`src/rtl/gfmd_pkg.sv`:
```
// shared types and constants for the gf(2^m) multiply / divide unit
`timescale 1ns / 1ps

package gfmd_pkg;

    // payload widths
    localparam int DATA_W         = 8;
    localparam int MODE_W         = 2;
    localparam int FIELD_SIZE_W   = 4;
    localparam int POLY_W         = 8;
    localparam int MAX_FIELD_BITS_DEF = 8;

    // apb port
    localparam int APB_DATA_W = 32;
    localparam int APB_ADDR_W = 3;
    localparam int REG_IDX_W  = 1;

    // register indexes
    localparam logic [REG_IDX_W-1:0] REG_FIELD_SIZE     = 1'd0;
    localparam logic [REG_IDX_W-1:0] REG_REDUCTION_POLY = 1'd1;

    // register reset values
    localparam logic [FIELD_SIZE_W-1:0] FIELD_SIZE_RST     = 4'd8;
    localparam logic [POLY_W-1:0]       REDUCTION_POLY_RST = 8'h1D;

    // operation codes
    localparam logic [MODE_W-1:0] MODE_MUL  = 2'd0;
    localparam logic [MODE_W-1:0] MODE_QUOT = 2'd1;
    localparam logic [MODE_W-1:0] MODE_REM  = 2'd2;

    // input beat
    typedef struct packed {
        logic [MODE_W-1:0] mode;
        logic [DATA_W-1:0] operand_a;
        logic [DATA_W-1:0] operand_b;
    } req_t;

    // output beat
    typedef struct packed {
        logic [DATA_W-1:0] result;
        logic              divide_by_zero;
    } rsp_t;

endpackage

```
`src/rtl/gf2m_multiply_divide_unit.sv`:
```
// gf(2^m) multiply and gf(2) polynomial divide unit, top level
// sequence: a load step, then shift/xor steps for a multiply or a divide
//   (none for a zero divisor or the unused mode), then the result is registered
// one beat at a time: the next beat is taken once the result is registered, and a
//   stalled output delays that; the single shift/xor step unit is reused for each step
// reset: asynchronous, active low; field_size = 8, reduction_poly = 0x1d, unit idle
`timescale 1ns / 1ps

module gf2m_multiply_divide_unit
    import gfmd_pkg::*;
#(
    parameter int MAX_FIELD_BITS = MAX_FIELD_BITS_DEF
)
(
    input  logic                  clk,
    input  logic                  rst_n,
    // input channel
    input  logic                  req_valid,
    output logic                  req_ready,
    input  req_t                  req,
    // output channel
    output logic                  rsp_valid,
    input  logic                  rsp_ready,
    output rsp_t                  rsp,
    // configuration port
    input  logic                  psel,
    input  logic                  penable,
    input  logic                  pwrite,
    input  logic [APB_ADDR_W-1:0] paddr,
    input  logic [APB_DATA_W-1:0] pwdata,
    output logic [APB_DATA_W-1:0] prdata,
    output logic                  pready
);

    localparam int W  = MAX_FIELD_BITS;
    localparam int MW = $clog2(W + 1);
    localparam int CW = $clog2(W);

    // sequencer states
    localparam logic [1:0] ST_IDLE = 2'd0;
    localparam logic [1:0] ST_MUL  = 2'd1;
    localparam logic [1:0] ST_DIV  = 2'd2;
    localparam logic [1:0] ST_DONE = 2'd3;

    logic [FIELD_SIZE_W-1:0] field_size_reg;
    logic [POLY_W-1:0]       reduction_poly_reg;

    logic [1:0]        state_reg, state_next;
    logic [MODE_W-1:0] mode_reg, mode_next;
    logic [W-1:0]      acc_reg, acc_next;
    logic [W-1:0]      a_reg, a_next;
    logic [W-1:0]      b_reg, b_next;
    logic [CW-1:0]     cnt_reg, cnt_next;
    logic [CW-1:0]     tpos_reg, tpos_next;
    logic              dz_reg, dz_next;

    logic              rsp_valid_reg;
    rsp_t              rsp_reg;

    logic [MW-1:0]     eff_m;
    logic [W-1:0]      mask;
    logic [W-1:0]      poly_m;
    logic [W-1:0]      a_in;
    logic [W-1:0]      b_in;
    logic [MW-1:0]     b_deg;
    logic [MW-1:0]     shift_amt;
    logic [W-1:0]      res_sel;
    logic              step_bit;
    logic              load_rsp;
    logic              cfg_write;
    logic [REG_IDX_W-1:0] reg_idx;

    logic [W+DATA_W-1:0] a_wide;
    logic [W+DATA_W-1:0] b_wide;
    logic [W+POLY_W-1:0] poly_wide;
    logic [W+DATA_W-1:0] res_wide;

    // degree of a polynomial: index of the top set bit plus one, zero for zero
    function automatic logic [MW-1:0] degree_of(input logic [W-1:0] v);
        logic [MW-1:0] d;
        d = '0;
        for (int i = 0; i < W; i++)
        begin
            if (v[i])
            begin
                d = MW'(i + 1);
            end
        end
        return d;
    endfunction

    // effective field degree, clamped to 1 .. MAX_FIELD_BITS
    always_comb
    begin
        if (field_size_reg == '0)
        begin
            eff_m = MW'(1);
        end
        else if (int'(field_size_reg) > W)
        begin
            eff_m = MW'(W);
        end
        else
        begin
            eff_m = MW'(field_size_reg);
        end
    end

    // operand mask of the low m bits
    always_comb
    begin
        for (int i = 0; i < W; i++)
        begin
            mask[i] = (i < int'(eff_m));
        end
    end

    // fit fixed-width fields to the internal word
    assign a_wide    = {{W{1'b0}}, req.operand_a};
    assign b_wide    = {{W{1'b0}}, req.operand_b};
    assign poly_wide = {{W{1'b0}}, reduction_poly_reg};
    assign a_in      = a_wide[W-1:0] & mask;
    assign b_in      = b_wide[W-1:0] & mask;
    assign poly_m    = poly_wide[W-1:0] & mask;

    // divisor alignment so its top bit sits at bit m-1
    assign b_deg     = degree_of(b_in);
    assign shift_amt = eff_m - b_deg;

    // bit under test: multiplicand carry-out or remainder lead term
    assign step_bit = a_reg[tpos_reg];

    // result selection by mode
    always_comb
    begin
        case (mode_reg)
            MODE_MUL:  res_sel = acc_reg;
            MODE_QUOT: res_sel = acc_reg;
            MODE_REM:  res_sel = a_reg;
            default:   res_sel = '0;
        endcase
    end

    assign res_wide = {{DATA_W{1'b0}}, res_sel & mask};
    assign load_rsp = (state_reg == ST_DONE) && (!rsp_valid_reg || rsp_ready);

    // sequencer and shared step unit
    always_comb
    begin
        state_next = state_reg;
        mode_next  = mode_reg;
        acc_next   = acc_reg;
        a_next     = a_reg;
        b_next     = b_reg;
        cnt_next   = cnt_reg;
        tpos_next  = tpos_reg;
        dz_next    = dz_reg;
        unique case (state_reg)
            ST_IDLE:
            begin
                if (req_valid)
                begin
                    mode_next = req.mode;
                    acc_next  = '0;
                    a_next    = a_in;
                    tpos_next = CW'(eff_m - MW'(1));
                    dz_next   = 1'b0;
                    if (req.mode == MODE_MUL)
                    begin
                        b_next     = b_in;
                        cnt_next   = CW'(eff_m - MW'(1));
                        state_next = ST_MUL;
                    end
                    else if (req.mode == MODE_QUOT || req.mode == MODE_REM)
                    begin
                        b_next   = b_in << shift_amt;
                        cnt_next = CW'(shift_amt);
                        if (b_in == '0)
                        begin
                            a_next     = '0;
                            dz_next    = 1'b1;
                            state_next = ST_DONE;
                        end
                        else
                        begin
                            state_next = ST_DIV;
                        end
                    end
                    else
                    begin
                        state_next = ST_DONE;
                    end
                end
            end
            ST_MUL:
            begin
                if (b_reg[0])
                begin
                    acc_next = acc_reg ^ a_reg;
                end
                a_next = ((a_reg << 1) & mask) ^ (step_bit ? poly_m : '0);
                b_next = b_reg >> 1;
                cnt_next = cnt_reg - CW'(1);
                if (cnt_reg == '0)
                begin
                    state_next = ST_DONE;
                end
            end
            ST_DIV:
            begin
                a_next    = a_reg ^ (step_bit ? b_reg : '0);
                acc_next  = {acc_reg[W-2:0], step_bit};
                b_next    = b_reg >> 1;
                tpos_next = tpos_reg - CW'(1);
                cnt_next  = cnt_reg - CW'(1);
                if (cnt_reg == '0)
                begin
                    state_next = ST_DONE;
                end
            end
            ST_DONE:
            begin
                if (load_rsp)
                begin
                    state_next = ST_IDLE;
                end
            end
            default:
            begin
                state_next = ST_IDLE;
            end
        endcase
    end

    // control state
    always_ff @(posedge clk or negedge rst_n)
    begin
        if (!rst_n)
        begin
            state_reg     <= ST_IDLE;
            rsp_valid_reg <= 1'b0;
        end
        else
        begin
            state_reg <= state_next;
            if (load_rsp)
            begin
                rsp_valid_reg <= 1'b1;
            end
            else if (rsp_ready)
            begin
                rsp_valid_reg <= 1'b0;
            end
        end
    end

    // working registers and output beat
    always_ff @(posedge clk)
    begin
        mode_reg <= mode_next;
        acc_reg  <= acc_next;
        a_reg    <= a_next;
        b_reg    <= b_next;
        cnt_reg  <= cnt_next;
        tpos_reg <= tpos_next;
        dz_reg   <= dz_next;
        if (load_rsp)
        begin
            rsp_reg.result         <= res_wide[DATA_W-1:0];
            rsp_reg.divide_by_zero <= dz_reg;
        end
    end

    assign req_ready = (state_reg == ST_IDLE);
    assign rsp_valid = rsp_valid_reg;
    assign rsp       = rsp_reg;

    // configuration registers
    assign pready    = 1'b1;
    assign reg_idx   = paddr[APB_ADDR_W-1:2];
    assign cfg_write = psel && penable && pwrite;

    always_ff @(posedge clk or negedge rst_n)
    begin
        if (!rst_n)
        begin
            field_size_reg     <= FIELD_SIZE_RST;
            reduction_poly_reg <= REDUCTION_POLY_RST;
        end
        else if (cfg_write)
        begin
            unique case (reg_idx)
                REG_FIELD_SIZE:     field_size_reg     <= pwdata[FIELD_SIZE_W-1:0];
                REG_REDUCTION_POLY: reduction_poly_reg <= pwdata[POLY_W-1:0];
                default:            ;
            endcase
        end
    end

    // register readback
    always_comb
    begin
        unique case (reg_idx)
            REG_FIELD_SIZE:     prdata = APB_DATA_W'(field_size_reg);
            REG_REDUCTION_POLY: prdata = APB_DATA_W'(reduction_poly_reg);
            default:            prdata = '0;
        endcase
    end

endmodule

```
`config.mk`:
```
export PLATFORM = sky130hd
export DESIGN_NAME = gf2m_multiply_divide_unit
export DESIGN_NICKNAME = d
export VERILOG_FILES = /design/src/rtl/gfmd_pkg.sv /design/src/rtl/gf2m_multiply_divide_unit.sv
export SDC_FILE = /design/constraint.sdc
export NUM_CORES = 1
export LEC_CHECK = 0
export ABC_AREA = 1
export BUFFER_PORTS_ARGS = -buffer_cell sky130_fd_sc_hd__buf_2
export CAP_MARGIN = 20
export CORE_UTILIZATION = 40
export CTS_BUF_LIST = sky130_fd_sc_hd__clkbuf_8
export DETAILED_ROUTE_END_ITERATION = 16
export GPL_TIMING_DRIVEN = 0
export HOLD_SLACK_MARGIN = 0.06
export PLACE_DENSITY = 0.65
export SYNTH_ARGS = -nofsm -noshare
export SYNTH_HDL_FRONTEND = slang
export SYNTH_SLANG_ARGS = --single-unit
```
`constraint.sdc`:
```
create_clock -name clk -period 3.7 [get_ports clk]
set_clock_uncertainty 0.05 [all_clocks]
set_input_delay 0.74 -clock clk [delete_from_list [all_inputs] [get_ports clk]]
set_output_delay 0.74 -clock clk [all_outputs]
set_load 0.01 [all_outputs]
```
==> summary.md <==
| Metric | Value |
|---|---|
| Run status | `complete, no violations` |
| Worst EP arrival | `3.68 ns` |
| Tightest Hold Check Type | `input port to async pin` |
| Critical Path Stages | `23` |
| Largest register FFs | `9` |
| Flops & latches, synth | `57` |
| Post-route cell area | `5160 µm²` |
| Worst-path cell with the longest stage delay | `fa_1` |
| Post-synth cell types | `41` |
| Setup slack on the worst flop-to-flop path | `0.05 ns` |
| Number of global-route vias before repair | `3,835` |
| Relative area change from synthesis to final layout | `22.7%` |
| Total power after layout | `4.58 mW` |
| Int Power | `2.37 mW` |
| Placement Setup Slack | `-0.772 ns` |
| Capture point of the critical path | `b_reg[4]` |
| Number of nets in the final layout | `727` |
| Critical Path, Cell by Cell | `buf_8 -> nor2_8 -> nand2_4 -> inv_2 -> a21oi_4 -> inv_1 -> ha_2 -> inv_2 -> nand2_4 -> nand2_4 -> a21boi_2 -> o21ai_1 -> nand2_1 -> a21oi_2 -> ha_2 -> fa_1 -> buf_6 -> clkinvlp_4 -> buf_4 -> nand2_1 -> nand3_1 -> nand3_1 -> a21oi_1` |
| Family with the most delay on the worst path | `adder cells` |
| Port Buffer Count | `52` |
| Tightest Pin Transition | `roughly 0.83 ns` |
| Number of enable-type register cells in the synthesized netlist | `42` |
| Power share of the combinational group | `57.6%` |
| Chip Height | `105 µm` |
| Top achievable clock speed | `274 MHz` |
| Final WL | `12,000 µm` |
| Clock input transition at the sequential cells of the worst setup and hold paths | `0.07 ns` |
| Placement-stage cell area | `4730 µm²` |
| RSZ-0062 raised after global routing | `true` |
| Library cell used as clock root buffer | `clkbuf_8` |
| Top cell type's share of synthesized area | `between 20% and 30%` |
| Cell depth of the worst flop-to-flop path | `23` |
| Share of the yosys chip area belonging to registers | `39.0%` |
| Clock tree from TritonCTS | `yes` |
| Number of clock sinks seen by CTS | `57` |
| Number of I/O pins | `about 100` |
| Clock latency reported for the late side of the worst-skew pair | `0.34 ns` |
| Primary flip-flop cell chosen by synthesis mapping | `edfxtp_1` |
| Max Slew Vio Count | `0` |
| Power per standard cell area | `888 nW/µm²` |
| Count of H-tree levels built during CTS | `3` |
| Post-Syn Instances | `550` |
| Clock share of power | `12.7%` |
| Pin count of the biggest net entering global routing | `16` |
| Final count of negative-setup-slack endpoints | `0` |
| Largest area contributor in the netlist | `edfxtp_1` |
| Shortest clock period the worst path allows after layout | `3.65 ns` |
| Endpoint of the most critical register-to-register path | `b_reg[4]` |
| Fin worst setup slack | `around 0.054 ns` |
| Buffer and inverter count on the worst path | `7` |
| Number of warnings reported in the yosys synthesis log | `0` |
| Routability cong. | `0.917` |
| Synth Area per Inst | `roughly 7.7 µm²` |
| Hold-fix buffers at CTS | `0` |
| DRC Markers | `0` |
| Total of fill cells in the finished design | `1,011` |
| Average vias per placed instance | `between 5 and 6` |
| Hold violation total from the final report | `0` |
| Synthesized area | `between 4000 and 5000 µm²` |
| Reported leakage power | `about 2.5 nW` |
| Sum of negative setup slack | `0 ns` |
| Number of iterations in the first detailed-routing pass | `5` |
| DRT iter0 DRCs | `219` |
| Maximum vdd drop | `346 µV` |
| Die X | `105 µm` |
| Slowest cell delay on critical path | `0.55 ns` |
| Max-Slew Margin vs Limit | `between 40% and 50%` |
| Hpwl dp | `between 9000 and 10,000 µm` |
| GRT Overall Usage | `between 20% and 30%` |
| Total die area | `between 10,000 and 15,000 µm²` |
| Wire length of the first global-routing pass | `between 15,000 and 20,000 µm` |
| Origin of the critical flop-to-flop path | `field_size_reg[3]` |
| Final non-filler cell total | `just under 800` |
| Commonest non-fill, non-tap cell in the layout | `nand2_1` |
| Total net switching power | `2.22 mW` |
| Share of post-route cells with drive strength above 1 | `a little over a quarter` |
| Crit path from | `field_size_reg[3]` |
| Sequential fraction of design power | `29.6%` |
| CP Capture Type | `flip-flop` |
| Total overflow reported by the global router | `0` |
| Initial Util | `41.0%` |
| Antenna cells | `0` |
| Class of the most critical setup path | `flip-flop to flip-flop` |
| Placed Cells | `762` |
| Max Cap Viol | `0` |
| Buffer depth of the longest clock path | `2` |
| Cell type with the highest occurrence count on the critical path | `nand2_4` |
| Area of the core | `between 10,000 and 15,000 µm²` |
| Fraction of synthesis flops using an asynchronous set or reset pin | `26.3%` |
| Critical path required time | `3.74 ns` |
| Inserted Clock Buffers | `9` |
| Main area contributors after synthesis | `edfxtp_1 (30%), nand2_1 (11%), inv_1 (6.4%)` |
| Max Fanout on Critical Path | `7` |
| Final clock period utilization by the worst path | `98.5%` |
| Commonest cells after routing, fill and taps aside | `nand2_1 (119), inv_1 (69), buf_2 (59), nand3_1 (45), edfxtp_1 (42)` |
| Switching part of the total | `48.3%` |
| Placement Rows | `37` |
| Post-DR wirelength/cell | `between 15 and 20 µm` |
| Residual antenna-violating net count after detailed routing | `0` |
| DR vias | `approximately 4,000` |
| Antenna violations before repair | `0` |
| Type of element launching the critical path | `flip-flop` |
layer usage:
layer	vias up	GRT usage (%)	share of wire [%]
met1	1893	29.1	42
li1	1990	-	-
met5	-	0	0
met4	0	11.7	3.3
met3	26	3.06	4.9
met2	135	38.1	49
worst min path at each step:
stage	start	to	slack [ns]	depth (start not counted)
CTS	rst_n	state_reg[0]	0.24	1
detailed placement	dz_reg	rsp[0]	0.36	0
global placement	dz_reg	rsp[0]	0.35	0
global route	rst_n	rsp_valid	0.24	1
finish	rst_n	rsp_valid	0.24	1
floorplan	dz_reg	rsp[0]	0.35	0
metrics by stage:
step	hold slack [ns]	utilization, %
finish	0.240	50.2
global route	0.244	50.2
CTS	0.237	49.1
detailed placement	0.359	46.1
global placement	0.355	46.0
floorplan	0.350	-
power groups by stage:
stage | clock network, mW | logic (mW) | registers [mW]
final | 0.583 | 2.64 | 1.36
after global routing | 0.618 | 2.95 | 1.40
after CTS | 0.596 | 2.49 | 1.36
after detailed placement | 0 | 2.38 | 1.37
after global placement | 0 | 2.31 | 1.36
after floorplan | 0 | 1.73 | 1.31
Yosys cell counts (2+ instances only):
library cell	number
xnor2_1	3
o22ai_1	8
buf_2	8
a21oi_2	4
nand3b_1	3
clkbuf_1	12
inv_2	6
clkinv_1	2
nand3_1	46
o21ai_4	2
inv_1	72
o21ai_0	34
a21oi_1	34
dfstp_2	5
o21ai_1	3
nand2_1	119
o211ai_1	6
nand2_2	11
ha_1	14
dfrtp_1	10
edfxtp_1	42
a22oi_1	2
mux2_2	4
nor2_1	35
buf_4	25
conb_1	2
nand4_1	24
repair_timing:
item	4_1_cts	5_1_grt
endpoints found under the hold margin	0	0
pin swaps	1	12
endpoints found under the setup margin	11	9
gates resized for setup	15	20
buffers inserted	7	7
layout make-up:
class | count | area, µm² | area share (%)
Timing Repair Buffer | 68 | 380 | 7.37
Tap cell | 136 | 170 | 3.30
Inverter | 80 | 310 | 6.01
Sequential cell | 57 | 1640 | 31.8
Buffer | 46 | 294 | 5.69
Multi-Input combinational cell | 390 | 2170 | 42.1
Clock buffer | 10 | 138 | 2.67
Clock inverter | 6 | 56.3 | 1.09
kinds of logic (layout without fill, tap and decap cells):
family / Yosys count / after routing / share of synthesized area [%]
fa+ha+maj: 15 / 15 / 4.64
compound gates: 95 / 95 / 13.0
buf+inv: 126 / 210 / 13.9
simple gates: 246 / 246 / 27.1
mux: 5 / 5 / 1.31
other cells: 2 / 25 / 0.178
xor+xnor: 4 / 4 / 0.832
flops: 57 / 57 / 39.0
Note: power is estimated with default switching activity, not from simulation.
